**config.mk**
```make
export PLATFORM = sky130hd
export DESIGN_NAME = rgb_to_hsv_integer
export DESIGN_NICKNAME = d
export VERILOG_FILES = /design/src/rgbhsv_pkg.sv /design/src/rgb_to_hsv_integer.sv
export SDC_FILE = /design/constraint.sdc
export NUM_CORES = 1
export LEC_CHECK = 0
export BUFFER_PORTS_ARGS = -buffer_cell sky130_fd_sc_hd__clkbuf_2
export CAP_MARGIN = 20
export CORE_ASPECT_RATIO = 1.1
export CORE_MARGIN = 2
export CORE_UTILIZATION = 35
export CTS_BUF_LIST = sky130_fd_sc_hd__clkbuf_16
export CTS_CLUSTER_DIAMETER = 150
export DETAILED_ROUTE_END_ITERATION = 8
export GPL_TIMING_DRIVEN = 0
export PLACE_DENSITY = 0.53
export SYNTH_ARGS = -nofsm -noshare
export SYNTH_HDL_FRONTEND = slang
export SYNTH_SLANG_ARGS = --single-unit
```
**constraint.sdc**
```tcl
create_clock -name clock -period 11.6 [get_ports clock]
set_input_delay 0.58 -clock clock [delete_from_list [all_inputs] [get_ports clock]]
set_output_delay 0.58 -clock clock [all_outputs]
set_load 0.05 [all_outputs]
```
**src/rgbhsv_pkg.sv**
```systemverilog
// ----------------------------------------------------------------------------
// rgbhsv_pkg
// Types and constants shared by the integer RGB to HSV converter.
// ----------------------------------------------------------------------------
package rgbhsv_pkg;

   localparam int ChanBits   = 8;
   localparam int HueBits    = 9;
   localparam int SatNumBits = 15;
   localparam int HueNumBits = 14;
   localparam int SatQBits   = 8;
   localparam int HueQBits   = 6;
   localparam int RemBits    = 9;
   localparam int DivSteps   = SatQBits;
   localparam int PipeDepth  = DivSteps + 3;

   localparam int SatShift   = 7;
   localparam logic [HueBits-1:0] RedBase   = 9'd0;
   localparam logic [HueBits-1:0] GreenBase = 9'd120;
   localparam logic [HueBits-1:0] BlueBase  = 9'd240;
   localparam logic [HueBits-1:0] FullTurn  = 9'd360;

   typedef struct packed {
      logic [ChanBits-1:0] red;
      logic [ChanBits-1:0] green;
      logic [ChanBits-1:0] blue;
   } req_type;

   typedef struct packed {
      logic [HueBits-1:0]  hue;
      logic [ChanBits-1:0] saturation;
      logic [ChanBits-1:0] brightness;
   } rsp_type;

   typedef struct packed {
      logic                valid;
      logic [ChanBits-1:0] hi;
      logic [ChanBits-1:0] delta;
      logic [ChanBits-1:0] abs_diff;
      logic                neg;
      logic [HueBits-1:0]  base;
   } pre_type;

   typedef struct packed {
      logic                  valid;
      logic [ChanBits-1:0]   hi;
      logic [ChanBits-1:0]   delta;
      logic                  neg;
      logic [HueBits-1:0]    base;
      logic [SatNumBits-1:0] sat_num;
      logic [RemBits-1:0]    sat_rem;
      logic [SatQBits-1:0]   sat_q;
      logic [HueNumBits-1:0] hue_num;
      logic [RemBits-1:0]    hue_rem;
      logic [HueQBits-1:0]   hue_q;
   } div_type;

   // one restoring division step: the saturation quotient always, the hue quotient while k < HueQBits
   function automatic div_type div_step(input div_type s, input int k);
      div_type             d;
      logic [RemBits-1:0]  trial;
      d = s;
      trial = {s.sat_rem[RemBits-2:0], s.sat_num[4'(SatQBits-1-k)]};
      if (trial >= {1'b0, s.hi}) begin
         d.sat_rem = trial - {1'b0, s.hi};
         d.sat_q   = {s.sat_q[SatQBits-2:0], 1'b1};
      end else begin
         d.sat_rem = trial;
         d.sat_q   = {s.sat_q[SatQBits-2:0], 1'b0};
      end
      if (k < HueQBits) begin
         trial = {s.hue_rem[RemBits-2:0], s.hue_num[4'(HueQBits-1-k)]};
         if (trial >= {1'b0, s.delta}) begin
            d.hue_rem = trial - {1'b0, s.delta};
            d.hue_q   = {s.hue_q[HueQBits-2:0], 1'b1};
         end else begin
            d.hue_rem = trial;
            d.hue_q   = {s.hue_q[HueQBits-2:0], 1'b0};
         end
      end
      return d;
   endfunction

endpackage

```
**src/rgb_to_hsv_integer.sv**
```systemverilog
// ----------------------------------------------------------------------------
// rgb_to_hsv_integer
// Pipelined integer RGB to HSV conversion with bit-per-stage dividers.
// ----------------------------------------------------------------------------
// an accepted request passes through pre_ff, num_ff, the div_ff stages and rsp_valid_ff to the rsp_valid strobe
// throughput: one request per cycle, busy is always low
// the eight-stage saturation divider sets the pipeline depth
// reset clears the valid bits of every stage, payload is not reset
// ----------------------------------------------------------------------------
module rgb_to_hsv_integer (
   input  logic                 clock,
   input  logic                 reset,
   input  logic                 start,
   output logic                 busy,
   input  rgbhsv_pkg::req_type  req_pixel,
   output logic                 rsp_valid,
   output rgbhsv_pkg::rsp_type  rsp_hsv
);

   rgbhsv_pkg::pre_type pre_in, pre_ff;
   rgbhsv_pkg::div_type num_in, num_ff;
   rgbhsv_pkg::div_type div_in [rgbhsv_pkg::DivSteps];
   rgbhsv_pkg::div_type div_ff [rgbhsv_pkg::DivSteps];
   rgbhsv_pkg::rsp_type rsp_in, rsp_ff;
   logic                rsp_valid_in, rsp_valid_ff;

   logic                                red_max, green_max;
   logic [rgbhsv_pkg::ChanBits-1:0]     lo, hi;
   logic [rgbhsv_pkg::ChanBits:0]       diff;
   logic [rgbhsv_pkg::HueQBits-1:0]     q;
   logic [rgbhsv_pkg::HueBits-1:0]      base;

   assign busy = 1'b0;

   // sector, extremes and signed difference
   always_comb begin
      red_max   = (req_pixel.red >= req_pixel.green) && (req_pixel.red >= req_pixel.blue);
      green_max = !red_max && (req_pixel.green >= req_pixel.blue);
      hi = (req_pixel.red > req_pixel.green) ? req_pixel.red : req_pixel.green;
      if (req_pixel.blue > hi) hi = req_pixel.blue;
      lo = (req_pixel.red < req_pixel.green) ? req_pixel.red : req_pixel.green;
      if (req_pixel.blue < lo) lo = req_pixel.blue;
      if (red_max) begin
         diff = {1'b0, req_pixel.green} - {1'b0, req_pixel.blue};
         base = rgbhsv_pkg::RedBase;
      end else if (green_max) begin
         diff = {1'b0, req_pixel.blue} - {1'b0, req_pixel.red};
         base = rgbhsv_pkg::GreenBase;
      end else begin
         diff = {1'b0, req_pixel.red} - {1'b0, req_pixel.green};
         base = rgbhsv_pkg::BlueBase;
      end
      pre_in.valid    = start && !busy;
      pre_in.hi       = hi;
      pre_in.delta    = hi - lo;
      pre_in.neg      = diff[rgbhsv_pkg::ChanBits];
      pre_in.abs_diff = diff[rgbhsv_pkg::ChanBits] ?
                        rgbhsv_pkg::ChanBits'(-diff) : diff[rgbhsv_pkg::ChanBits-1:0];
      pre_in.base     = base;
   end

   // numerators: delta*128 and |diff|*60
   always_comb begin
      num_in.valid   = pre_ff.valid;
      num_in.hi      = pre_ff.hi;
      num_in.delta   = pre_ff.delta;
      num_in.neg     = pre_ff.neg;
      num_in.base    = pre_ff.base;
      num_in.sat_num = {pre_ff.delta, rgbhsv_pkg::SatShift'(0)};
      num_in.hue_num = {pre_ff.abs_diff, 6'b0} - {4'b0, pre_ff.abs_diff, 2'b0};
      num_in.sat_rem = rgbhsv_pkg::RemBits'(
                       num_in.sat_num[rgbhsv_pkg::SatNumBits-1:rgbhsv_pkg::SatQBits]);
      num_in.hue_rem = rgbhsv_pkg::RemBits'(
                       num_in.hue_num[rgbhsv_pkg::HueNumBits-1:rgbhsv_pkg::HueQBits]);
      num_in.sat_q   = '0;
      num_in.hue_q   = '0;
   end

   always_comb begin
      for (int k = 0; k < rgbhsv_pkg::DivSteps; k++) begin
         div_in[k] = rgbhsv_pkg::div_step((k == 0) ? num_ff : div_ff[(k == 0) ? 0 : k-1], k);
      end
   end

   // sign, offset and wrap
   always_comb begin
      rgbhsv_pkg::div_type last;
      last = div_ff[rgbhsv_pkg::DivSteps-1];
      q    = last.hue_q;
      rsp_valid_in      = last.valid;
      rsp_in.brightness = last.hi;
      rsp_in.saturation = (last.hi == '0) ? '0 : last.sat_q;
      if (last.delta == '0) begin
         rsp_in.hue = '0;
      end else if (last.neg) begin
         if (last.base < {3'b0, q}) begin
            rsp_in.hue = rgbhsv_pkg::FullTurn - {3'b0, q};
         end else begin
            rsp_in.hue = last.base - {3'b0, q};
         end
      end else begin
         rsp_in.hue = last.base + {3'b0, q};
      end
   end

   always_ff @(posedge clock) begin
      if (reset) begin
         pre_ff.valid <= 1'b0;
         num_ff.valid <= 1'b0;
         for (int k = 0; k < rgbhsv_pkg::DivSteps; k++) begin
            div_ff[k].valid <= 1'b0;
         end
         rsp_valid_ff <= 1'b0;
      end else begin
         pre_ff <= pre_in;
         num_ff <= num_in;
         for (int k = 0; k < rgbhsv_pkg::DivSteps; k++) begin
            div_ff[k] <= div_in[k];
         end
         rsp_valid_ff <= rsp_valid_in;
      end
   end

   always_ff @(posedge clock) begin
      rsp_ff <= rsp_in;
   end

   assign rsp_valid = rsp_valid_ff;
   assign rsp_hsv   = rsp_ff;

   a_rsp_follows_request: assert property (@(posedge clock) disable iff (reset)
      rsp_valid |-> $past(start && !busy, rgbhsv_pkg::PipeDepth))
      else $error("result without matching request");

   a_hue_range: assert property (@(posedge clock) disable iff (reset)
      rsp_valid |-> rsp_hsv.hue < rgbhsv_pkg::FullTurn)
      else $error("hue out of range");

   a_sat_range: assert property (@(posedge clock) disable iff (reset)
      rsp_valid |-> rsp_hsv.saturation <= 8'd128)
      else $error("saturation out of range");

   a_black: assert property (@(posedge clock) disable iff (reset)
      rsp_valid && rsp_hsv.brightness == '0 |-> rsp_hsv.hue == '0 && rsp_hsv.saturation == '0)
      else $error("black pixel gives nonzero hue or saturation");

endmodule

```
==> summary.md, run 1 <==
| Metric | Value |
|---|---|
| Status | `completed` |
| Slew headroom | `0.460` |
| Syn Inst Count | `1700` |
| Met3 Usage GRT | `0.0239` |
| Mapped Avg Cell Area | `12.6 um^2` |
| Max incr delay on CP | `0.52 ns` |
| FP Rows | `95` |
| Synth top area cells | `edfxtp_1 (55%), ha_1 (10%), inv_1 (3.8%)` |
| Hold bufs inserted after CTS | `0` |
| Seq cells post-synth | `427` |
| Core box area | `61000 um^2` |
| Design area | `24300 um^2` |
| Longest Clk Path Bufs | `3` |
| Max rail drop VDD | `0.0999 mV` |
| Worst Setup End Kind | `flip-flop` |
| Nets | `2018` |
| Max Clk Rate | `0.159 GHz` |
| Sequential share of the synthesized area | `0.580` |
| Routing usage on met2 | `0.224` |
| Die area | `63400 um^2` |
| Post-DR vias/cell | `4.74` |
| Gr busiest metal | `met2` |
| Slew @ Worst Pin | `0.811 ns` |
| Worst Path Required | `11.92 ns` |
| CP max FO | `10` |
| Overflow after GRT | `0` |
| WP data arrival | `6.60 ns` |
| Core Util, Final | `0.399` |
| Power per cell area | `231 nW/um^2` |
| Dpl hpwl | `27.4 mm` |
| Worst R2R End | `div_ff[0][11]` |
| Fill count | `5724` |
| DRT antenna net count | `0` |
| Cell Area, Synth | `21500 um^2` |
| Initial DRC count | `590` |
| Ys Warns | `0` |
| Vias in the first global route | `12900` |
| CTS H-tree lvls | `2` |
| CTS tree | `yes` |
| HP Start | `reset` |
| Die outline height | `264 um` |
| Net Count, Synth | `1915` |
| Crit-path slowest cell | `or3b_2` |
| Area share of the largest cell type after synthesis | `0.546` |
| Critical path type | `input port to flip-flop` |
| IO buf count | `52` |
| Global-route wire length before repair | `62.6 mm` |
| Remaining DRCs | `0` |
| Post-Route WL | `37.5 mm` |
| Gpl congestion | `0.867` |
| Synth area leader | `edfxtp_1` |
| Tcrit/Tclk final | `0.542` |
| CTS buffer count | `46` |
| Post-synth cell types | `80` |
| CP Launch Type | `input port` |
| Final Hold Vio Count | `0` |
| Post-CTS Setup Bufs | `0` |
| Largest net degree at the start of global routing | `140` |
| Max-cap viol count | `0` |
| Min-Delay Path Class | `input port to flip-flop` |
| Post-Place Cell Area | `22900 um^2` |
| Clk root buf | `clkbuf_16` |
| EDFF count, synth | `391` |
| Share of layout cells above drive strength 1 | `0.122` |
| Async SR Flop Fraction | `0` |
| Wire per inst | `14.1 um` |
| Area grow syn2layout | `13.3%` |
| Skew-Pair Late Insertion Delay | `0.58 ns` |
| CP Launch Point | `req_pixel[9]` |
| Final hold slack | `0.193 ns` |
| Post-cts sizing count | `0` |
| Total GRT Usage | `0.121` |
| Die Wd | `240 um` |
| Clock skew | `0.0214 ns` |
| R2R Setup Slk | `8.55 ns` |
| Final Setup Violations | `0` |
| Fin. max-slew vios | `0` |
| Ports | `54` |
| First-pass detailed-route iteration total | `4` |
| FF-to-FF Start | `div_in[688]` |
| Hold EP | `div_ff[1][351]` |
| Hold path cells | `2` |
| Routed vias | `12600` |
| Crit path time final | `6.29 ns` |
| Clock sink count | `427` |
| Worst R2R Path Depth | `10` |
| RSZ-0062 raised after global routing | `false` |
| Starting Density | `0.353` |
| Leak pwr | `9.89 nW` |
| Met1 usage | `0.132` |
| Initial antenna violation count | `0` |
| Main synth FF type | `edfxtp_1` |
| Clock Pin Slew Worst Setup and Hold Paths | `0.06 ns` |
| Ant diodes | `0` |
==> how the worst max path moves through the flow <==
stage                                end  slack, ns  depth (start not counted)
after floorplan             div_ff[0][0]       2.58                          2
after global placement    div_ff[1][336]      -0.48                          3
after detailed placement      num_in[43]       4.80                         24
after CTS                     num_in[43]       5.40                         25
after global routing          num_in[43]       4.89                         25
final                         num_in[43]       5.31                         25
==> report_power, final <==
| group | leakage, nW | total (mW) | internal (mW) | switching [mW] |
|---|---|---|---|---|
| logic | 5.01 | 1.88 | 0.897 | 0.985 |
| clock network | 0.769 | 1.41 | 0.824 | 0.585 |
| registers | 4.12 | 2.33 | 2.18 | 0.151 |
| total | 9.89 | 5.62 | 3.90 | 1.72 |
==> per-layer routing <==
layer | up-vias | routed length [um]
li1 | 6346 | -
met1 | 6017 | 15000
met2 | 176 | 19700
met3 | 86 | 1270
met4 | 0 | 1550
met5 | - | 0
==> cell usage in the layout, fill, tap and decap left out, types with 29 or more instances in the layout <==
| master | Yosys | layout |
|---|---|---|
| edfxtp_1 | 391 | 391 |
| inv_1 | 216 | 227 |
| ha_1 | 171 | 171 |
| nor2_1 | 131 | 131 |
| o21ai_0 | 75 | 75 |
| a21oi_1 | 67 | 67 |
| mux2_2 | 56 | 56 |
| xnor2_1 | 52 | 52 |
| clkbuf_2 | 0 | 52 |
| nand2_1 | 49 | 49 |
| nor2b_1 | 47 | 47 |
| clkbuf_16 | 0 | 47 |
| mux2i_1 | 37 | 37 |
| dfxtp_1 | 36 | 36 |
| a21o_1 | 30 | 30 |
| o21a_1 | 29 | 29 |
==> critical path, delay by kind of cell <==
family | cells | cell delay, ns
multiplexers | 1 | 0.37
AO/OA/AOI/OAI | 10 | 2.45
AND/OR/NAND/NOR | 7 | 1.47
buffers and inverters | 4 | 0.78
adder cells (fa/ha/maj) | 3 | 0.96
==> metrics by stage <==
step           total power [mW]  setup WS (ns)  std cells  setup TNS, ns
2_1_floorplan              3.85           2.58       1700              0
3_3_place_gp               4.22         -0.475       2576        -163.58
3_5_place_dp               4.24           4.80       2579              0
4_1_cts                    5.69           5.40       2665              0
5_1_grt                    6.01           4.89       2665              0
6_report                   5.62           5.31       2665              0
==> sequential cells by signal (all words and copies together) (netlist names) <==
signal and cells:
num_in 21, rsp_hsv 25, pre_ff 8, num_ff 8
rsp_valid 1, div_ff 339, div_in 25
==> cells in the mapped netlist (all sizes together), types with 4 or more instances <==
| cell | instances |
|---|---|
| nand2 | 50 |
| a21o | 30 |
| ha | 171 |
| o21bai | 6 |
| xor2 | 23 |
| and3 | 4 |
| dfxtp | 36 |
| edfxtp | 391 |
| o21ai | 90 |
| xnor2 | 52 |
| nor3 | 15 |
| mux2 | 61 |
| fa | 17 |
| a211oi | 8 |
| a31oi | 9 |
| buf | 12 |
| o211ai | 7 |
| a21boi | 27 |
| or2 | 7 |
| o221ai | 4 |
| a21oi | 70 |
| nor2b | 48 |
| and2 | 17 |
| nor2 | 133 |
| mux2i | 38 |
| nand3 | 17 |
| a311oi | 6 |
| clkbuf | 5 |
| o22a | 6 |
| inv | 217 |
| o21a | 30 |
| nand2b | 16 |
| nand4 | 23 |
| a22oi | 6 |
| nor4 | 10 |
==> area by class of cell <==
| class | count | area (um^2) | share of cell area |
|---|---|---|---|
| Buffer | 17 | 90.1 | 0.00370 |
| Clock buffer | 47 | 1180 | 0.0483 |
| Clock inverter | 39 | 297 | 0.0122 |
| Inverter | 217 | 822 | 0.0338 |
| Multi-Input combinational cell | 1039 | 8130 | 0.334 |
| Sequential cell | 427 | 12500 | 0.512 |
| Tap cell | 824 | 1030 | 0.0423 |
| Timing Repair Buffer | 55 | 343 | 0.0141 |
==> cell families (layout without fill, tap and decap cells) <==
family | count (synthesis) | after routing | synth area share
AOI/OAI and AO/OA | 321 | 321 | 0.0980
xor gates and xnor gates | 75 | 75 | 0.0306
adders and majority gates | 188 | 188 | 0.115
buffers and inverters | 234 | 375 | 0.0421
DFF | 427 | 427 | 0.580
muxes | 99 | 99 | 0.0511
other | 1 | 1 | 0.000174
and+or+nand+nor | 355 | 355 | 0.0829
(Power assumes the default switching activity.)
==> run 2, diff against run 1 <==
--- a/config.mk
+++ b/config.mk
@@ -14,7 +14,7 @@
 export CTS_CLUSTER_DIAMETER = 150
 export DETAILED_ROUTE_END_ITERATION = 8
 export GPL_TIMING_DRIVEN = 0
-export PLACE_DENSITY = 0.53
+export PLACE_DENSITY = 0.54
 export SYNTH_ARGS = -nofsm -noshare
 export SYNTH_HDL_FRONTEND = slang
 export SYNTH_SLANG_ARGS = --single-unit
==> constraint.sdc (replaced) <==
create_clock -name clock -period 5.7 [get_ports clock]
set_input_delay 0.285 -clock clock [delete_from_list [all_inputs] [get_ports clock]]
set_output_delay 0.285 -clock clock [all_outputs]
set_load 0.05 [all_outputs]
==> summary.md, run 2 (synthesis results as in run 1) <==
| Metric | Value |
|---|---|
| Status | `completed` |
| FF-to-FF Start | `div_in[688]` |
| Slew @ Worst Pin | `0.800 ns` |
| Slew headroom | `0.467` |
| Net Switching | `3.46 mW` |
| Clk root buf | `clkbuf_16` |
| Longest Clk Path Bufs | `3` |
| Critical path type | `input port to flip-flop` |
| Wire per inst | `14.0 um` |
| Post-Route WL | `37.4 mm` |
| Skew-Pair Late Insertion Delay | `0.57 ns` |
| Largest Register | `div_ff` |
| FP Rows | `95` |
| Largest register FFs | `339` |
| Worst Setup End Kind | `flip-flop` |
| Clock Pin Slew Worst Setup and Hold Paths | `0.06 ns` |
| R2R Setup Slk | `2.66 ns` |
| Share of layout cells above drive strength 1 | `0.127` |
| CP Launch Type | `input port` |
| Share of power burned in registers | `0.421` |
| IO buf count | `52` |
| Overflow after GRT | `0` |
| Initial antenna violation count | `0` |
| Fin. max-slew vios | `0` |
| Power per cell area | `460 nW/um^2` |
| Global-route wire length before repair | `62.7 mm` |
| CP max FO | `10` |
| Ports | `54` |
| Finished Layout Cells | `2671` |
| Vias in the first global route | `13200` |
| Initial DRC count | `432` |
| Routed vias | `12500` |
| Core box area | `61000 um^2` |
| Remaining DRCs | `0` |
| Die area | `63400 um^2` |
| Total GRT Usage | `0.121` |
| CTS H-tree lvls | `2` |
| CP Launch Point | `req_pixel[9]` |
| Die outline height | `264 um` |
| First-pass detailed-route iteration total | `5` |
| Fill count | `5726` |
| Worst slack at placement | `-0.679 ns` |
| Switching portion of total power | `0.308` |
| Hold path cells | `3` |
| Die Wd | `240 um` |
| Reg area | `12500 um^2` |
| Final hold slack | `0.184 ns` |
| Worst R2R Path Depth | `10` |
| Clock skew | `0.0193 ns` |
| Clock sink count | `427` |
| CTS buffer count | `46` |
| Dpl hpwl | `27.9 mm` |
| DRT antenna net count | `0` |
| Nets | `2029` |
| Final setup TNS | `0 ns` |
| Internal | `7.78 mW` |
| Most common cell after layout, fill and taps aside | `edfxtp_1` |
| Max Clk Rate | `0.191 GHz` |
| Crit path time final | `5.23 ns` |
| Gpl congestion | `0.891` |
| Worst setup margin | `0.474 ns` |
| Gate power share | `0.341` |
| Leak pwr | `9.92 nW` |
| Multi-input logic area | `8150 um^2` |
| Core Util, Final | `0.400` |
| Ant diodes | `0` |
| Post-DR vias/cell | `4.68` |
| Final Hold Vio Count | `0` |
| Power Total | `11.2 mW` |
| HP Start | `req_pixel[0]` |
| Max rail drop VDD | `0.241 mV` |
| Max-cap viol count | `0` |
| Most frequent cells in the layout | `edfxtp_1 (391), inv_1 (229), ha_1 (171)` |
| Design area | `24400 um^2` |
| WP data arrival | `5.53 ns` |
| Area grow syn2layout | `13.5%` |
| Worst Path Required | `6.01 ns` |
| Post-Place Cell Area | `23000 um^2` |
| Final Setup Violations | `0` |
| Tcrit/Tclk final | `0.917` |
| CTS tree | `yes` |
| Starting Density | `0.353` |
| Cells after DPL | `2585` |
| Clock Power Share | `0.238` |
| Min-Delay Path Class | `input port to flip-flop` |
| Largest net degree at the start of global routing | `47` |
## run 2: power groups by stage
| stage | clock network [mW] | logic (mW) | registers, mW |
|---|---|---|---|
| 2_1_floorplan | 0 | 3.03 | 4.78 |
| 3_3_place_gp | 0 | 3.73 | 4.82 |
| 3_5_place_dp | 0 | 3.82 | 4.80 |
| 4_1_cts | 2.79 | 3.86 | 4.74 |
| 5_1_grt | 2.91 | 4.34 | 4.81 |
| 6_report | 2.67 | 3.83 | 4.73 |
## run 2: area by class of cell
type | instances | area share
buffer | 17 | 0.00461
clock buffer | 46 | 0.0472
clock inverter | 35 | 0.00815
inverter | 217 | 0.0335
multi-input combinational | 1039 | 0.334
sequential | 427 | 0.511
tap | 824 | 0.0422
timing repair buffer | 66 | 0.0198
## run 2: timing repair
item / 4_1_cts / 5_1_grt
setup buffers: 0 / 3
endpoints found under the hold margin: 3 / 0
resized for setup: 1 / 5
pin swaps: 0 / 1
hold buffers: 2 / 0
setup endpoints to repair: 1 / 1
## run 2: worst max-delay path, cell delays in order
cell and delay [ns]:
clkbuf_2 0.16, inv_1 0.13, ha_1 0.33, nor2b_2 0.15
o2111ai_2 0.17, a32o_1 0.31, buf_6 0.14, nor2_4 0.25
mux2i_2 0.34, ha_1 0.30, a21o_1 0.18, a21oi_1 0.13
a21boi_0 0.11, o21ai_2 0.30, clkbuf_2 0.27, nor2_1 0.06
a21oi_1 0.21, ha_1 0.30, o21ai_1 0.12, a21oi_1 0.12
o41ai_2 0.33, or3b_2 0.52, nand4_1 0.11, nand3b_1 0.11
nand3_1 0.08
## run 2: final timing paths
kind,end
worst max-delay path,num_in[43]
worst min register to register,rsp_hsv[0]
worst min-delay path,num_in[79]
worst max register to register,div_ff[0][8]
## run 2: routing by layer
layer	track usage	part of all wire
met2	0.231	0.53
met3	0.0243	0.035
met4	0.0544	0.043
met5	0	0
met1	0.126	0.40
==> run 3, diff against run 2 <==
--- a/config.mk
+++ b/config.mk
@@ -15,6 +15,7 @@
 export DETAILED_ROUTE_END_ITERATION = 8
 export GPL_TIMING_DRIVEN = 0
 export PLACE_DENSITY = 0.54
+export RECOVER_POWER = 50
 export SYNTH_ARGS = -nofsm -noshare
 export SYNTH_HDL_FRONTEND = slang
 export SYNTH_SLANG_ARGS = --single-unit
==> summary.md, run 3 (synthesis results as in run 1) <==
| Metric | Value |
|---|---|
| Status | `complete, but fails checks` |
| Violated checks | `capacitance limit, slew limit` |
| Share of layout cells above drive strength 1 | `0.109` |
| Area grow syn2layout | `13.0%` |
| Max-cap viol count | `4` |
| Clock sink count | `427` |
| Nets | `2029` |
| CTS tree | `yes` |
| Wire per inst | `14.0 um` |
| Fin. max-slew vios | `124` |
| Most frequent cells in the layout | `edfxtp_1 (391), inv_1 (229), ha_1 (171)` |
| Remaining DRCs | `0` |
| Final Hold Vio Count | `0` |
| Post-DR vias/cell | `4.69` |
| Most used cell, CP | `ha_1` |
| Max rail drop VDD | `0.241 mV` |
| Longest Clk Path Bufs | `3` |
| CP Launch Type | `input port` |
| Total GRT Usage | `0.121` |
| Slew headroom | `-0.587` |
| Worst slack at placement | `-0.679 ns` |
| Min-Delay Path Class | `input port to flip-flop` |
| Clock Power Share | `0.238` |
| Max Clk Rate | `0.192 GHz` |
| CTS H-tree lvls | `2` |
| Switching portion of total power | `0.308` |
| CP delay by family, top | `compound AO/OA/AOI/OAI gates` |
| Slew @ Worst Pin | `2.38 ns` |
| CP max FO | `10` |
| First-pass detailed-route iteration total | `5` |
| IO buf count | `52` |
| Vias in the first global route | `13200` |
| FF-to-FF Start | `div_in[688]` |
| CTS buffer count | `46` |
| Worst Path Required | `6.01 ns` |
| Crit path time final | `5.21 ns` |
| Leak pwr | `9.80 nW` |
| Die Wd | `240 um` |
| Core box area | `61000 um^2` |
| Die area | `63400 um^2` |
| Post-Route WL | `37.5 mm` |
| Largest register FFs | `339` |
| Initial DRC count | `409` |
| Clock Pin Slew Worst Setup and Hold Paths | `0.06 ns` |
| Gate power share | `0.340` |
| Skew-Pair Late Insertion Delay | `0.57 ns` |
| Starting Density | `0.353` |
| Finished Layout Cells | `2671` |
| Power per cell area | `462 nW/um^2` |
| Largest net degree at the start of global routing | `47` |
| Design area | `24300 um^2` |
| Global-route wire length before repair | `62.7 mm` |
| Most common cell after layout, fill and taps aside | `edfxtp_1` |
| FP Rows | `95` |
| Tcrit/Tclk final | `0.915` |
| Ant diodes | `0` |
| Worst R2R End | `div_ff[0][8]` |
| Die outline height | `264 um` |
| DRT antenna net count | `0` |
| Max incr delay on CP | `0.52 ns` |
| Net Switching | `3.46 mW` |
| Clk root buf | `clkbuf_16` |
| Fill count | `5751` |
| Post-Place Cell Area | `23000 um^2` |
| Final setup TNS | `0 ns` |
| WP data arrival | `5.52 ns` |
| Hold path cells | `3` |
| Cells after DPL | `2585` |
| Initial antenna violation count | `0` |
| Worst R2R Path Depth | `10` |
| Worst Setup End Kind | `flip-flop` |
| Worst setup margin | `0.485 ns` |
| Routed vias | `12500` |
| Final Setup Violations | `0` |
| Hold EP | `num_in[79]` |
| Largest Register | `div_ff` |
| CP Buf/Inv Count | `4` |
| Overflow after GRT | `0` |
| Share of power burned in registers | `0.422` |
| Dpl hpwl | `27.9 mm` |
| R2R Setup Slk | `2.66 ns` |
| Ports | `54` |
| Critical path type | `input port to flip-flop` |
| Gpl congestion | `0.891` |
| Core Util, Final | `0.398` |
| HP Start | `req_pixel[0]` |
| Crit-path slowest cell | `or3b_2` |
| Internal | `7.77 mW` |
| Clock skew | `0.0189 ns` |
run 3: cell types whose count changed in the layout (fill, tap and decap cells not counted), sizes merged:
cell    previous run  this run
buf               24        20
clkbuf           103       107
run 3: final cells by class:
class / instances / area, um^2 / area share
timing repair buffer: 66 / 400 / 0.0165
buffer: 17 / 90.1 / 0.00371
inverter: 217 / 816 / 0.0336
clock buffer: 46 / 1150 / 0.0474
sequential: 427 / 12500 / 0.513
multi-input combinational: 1039 / 8150 / 0.335
clock inverter: 35 / 199 / 0.00819
tap: 824 / 1030 / 0.0424
run 3: how the worst max path moves through the flow:
stage | from | end | slack, ns | depth (start not counted)
final | req_pixel[9] | num_in[43] | 0.49 | 26
after global routing | req_pixel[9] | num_in[43] | -0.004 | 25
after CTS | req_pixel[9] | num_in[43] | 0.05 | 25
after detailed placement | req_pixel[9] | num_in[43] | -0.68 | 25
after global placement | reset | div_ff[1][336] | -3.48 | 3
after floorplan | reset | div_ff[0][0] | -0.97 | 2
run 3: power groups by stage:
stage | Combinational [mW] | Clock, mW | Sequential [mW]
6_report | 3.82 | 2.67 | 4.73
5_1_grt | 4.33 | 2.91 | 4.81
4_1_cts | 3.86 | 2.79 | 4.74
3_5_place_dp | 3.82 | 0 | 4.80
3_3_place_gp | 3.73 | 0 | 4.82
2_1_floorplan | 3.03 | 0 | 4.78
run 3: metal layers:
| layer | GRT usage | part of all wire |
|---|---|---|
| met1 | 0.126 | 0.40 |
| met4 | 0.0544 | 0.043 |
| met2 | 0.231 | 0.52 |
| met3 | 0.0243 | 0.037 |
| met5 | 0 | 0 |
run 3: tightest hold or removal path, cell delays in order:
cell and delay, ns:
clkbuf_2 0.14, mux2i_1 0.13, inv_1 0.09
run 3: repair_timing:
action,CTS,global route
cloned,0,0
hold buffers,2,0
hold endpoints to repair,3,0
endpoints found under the setup margin,1,1
pin swaps,0,1
buffers inserted,0,3
gates resized for setup,1,5
run 3: metrics by stage:
step                      total power [mW]  hold WS [ns]
final                                 11.2         0.183
after detailed placement              8.63         0.362
after global placement                8.56         0.357
after global routing                  12.1         0.168
after floorplan                       7.81         0.348
after CTS                             11.4         0.117
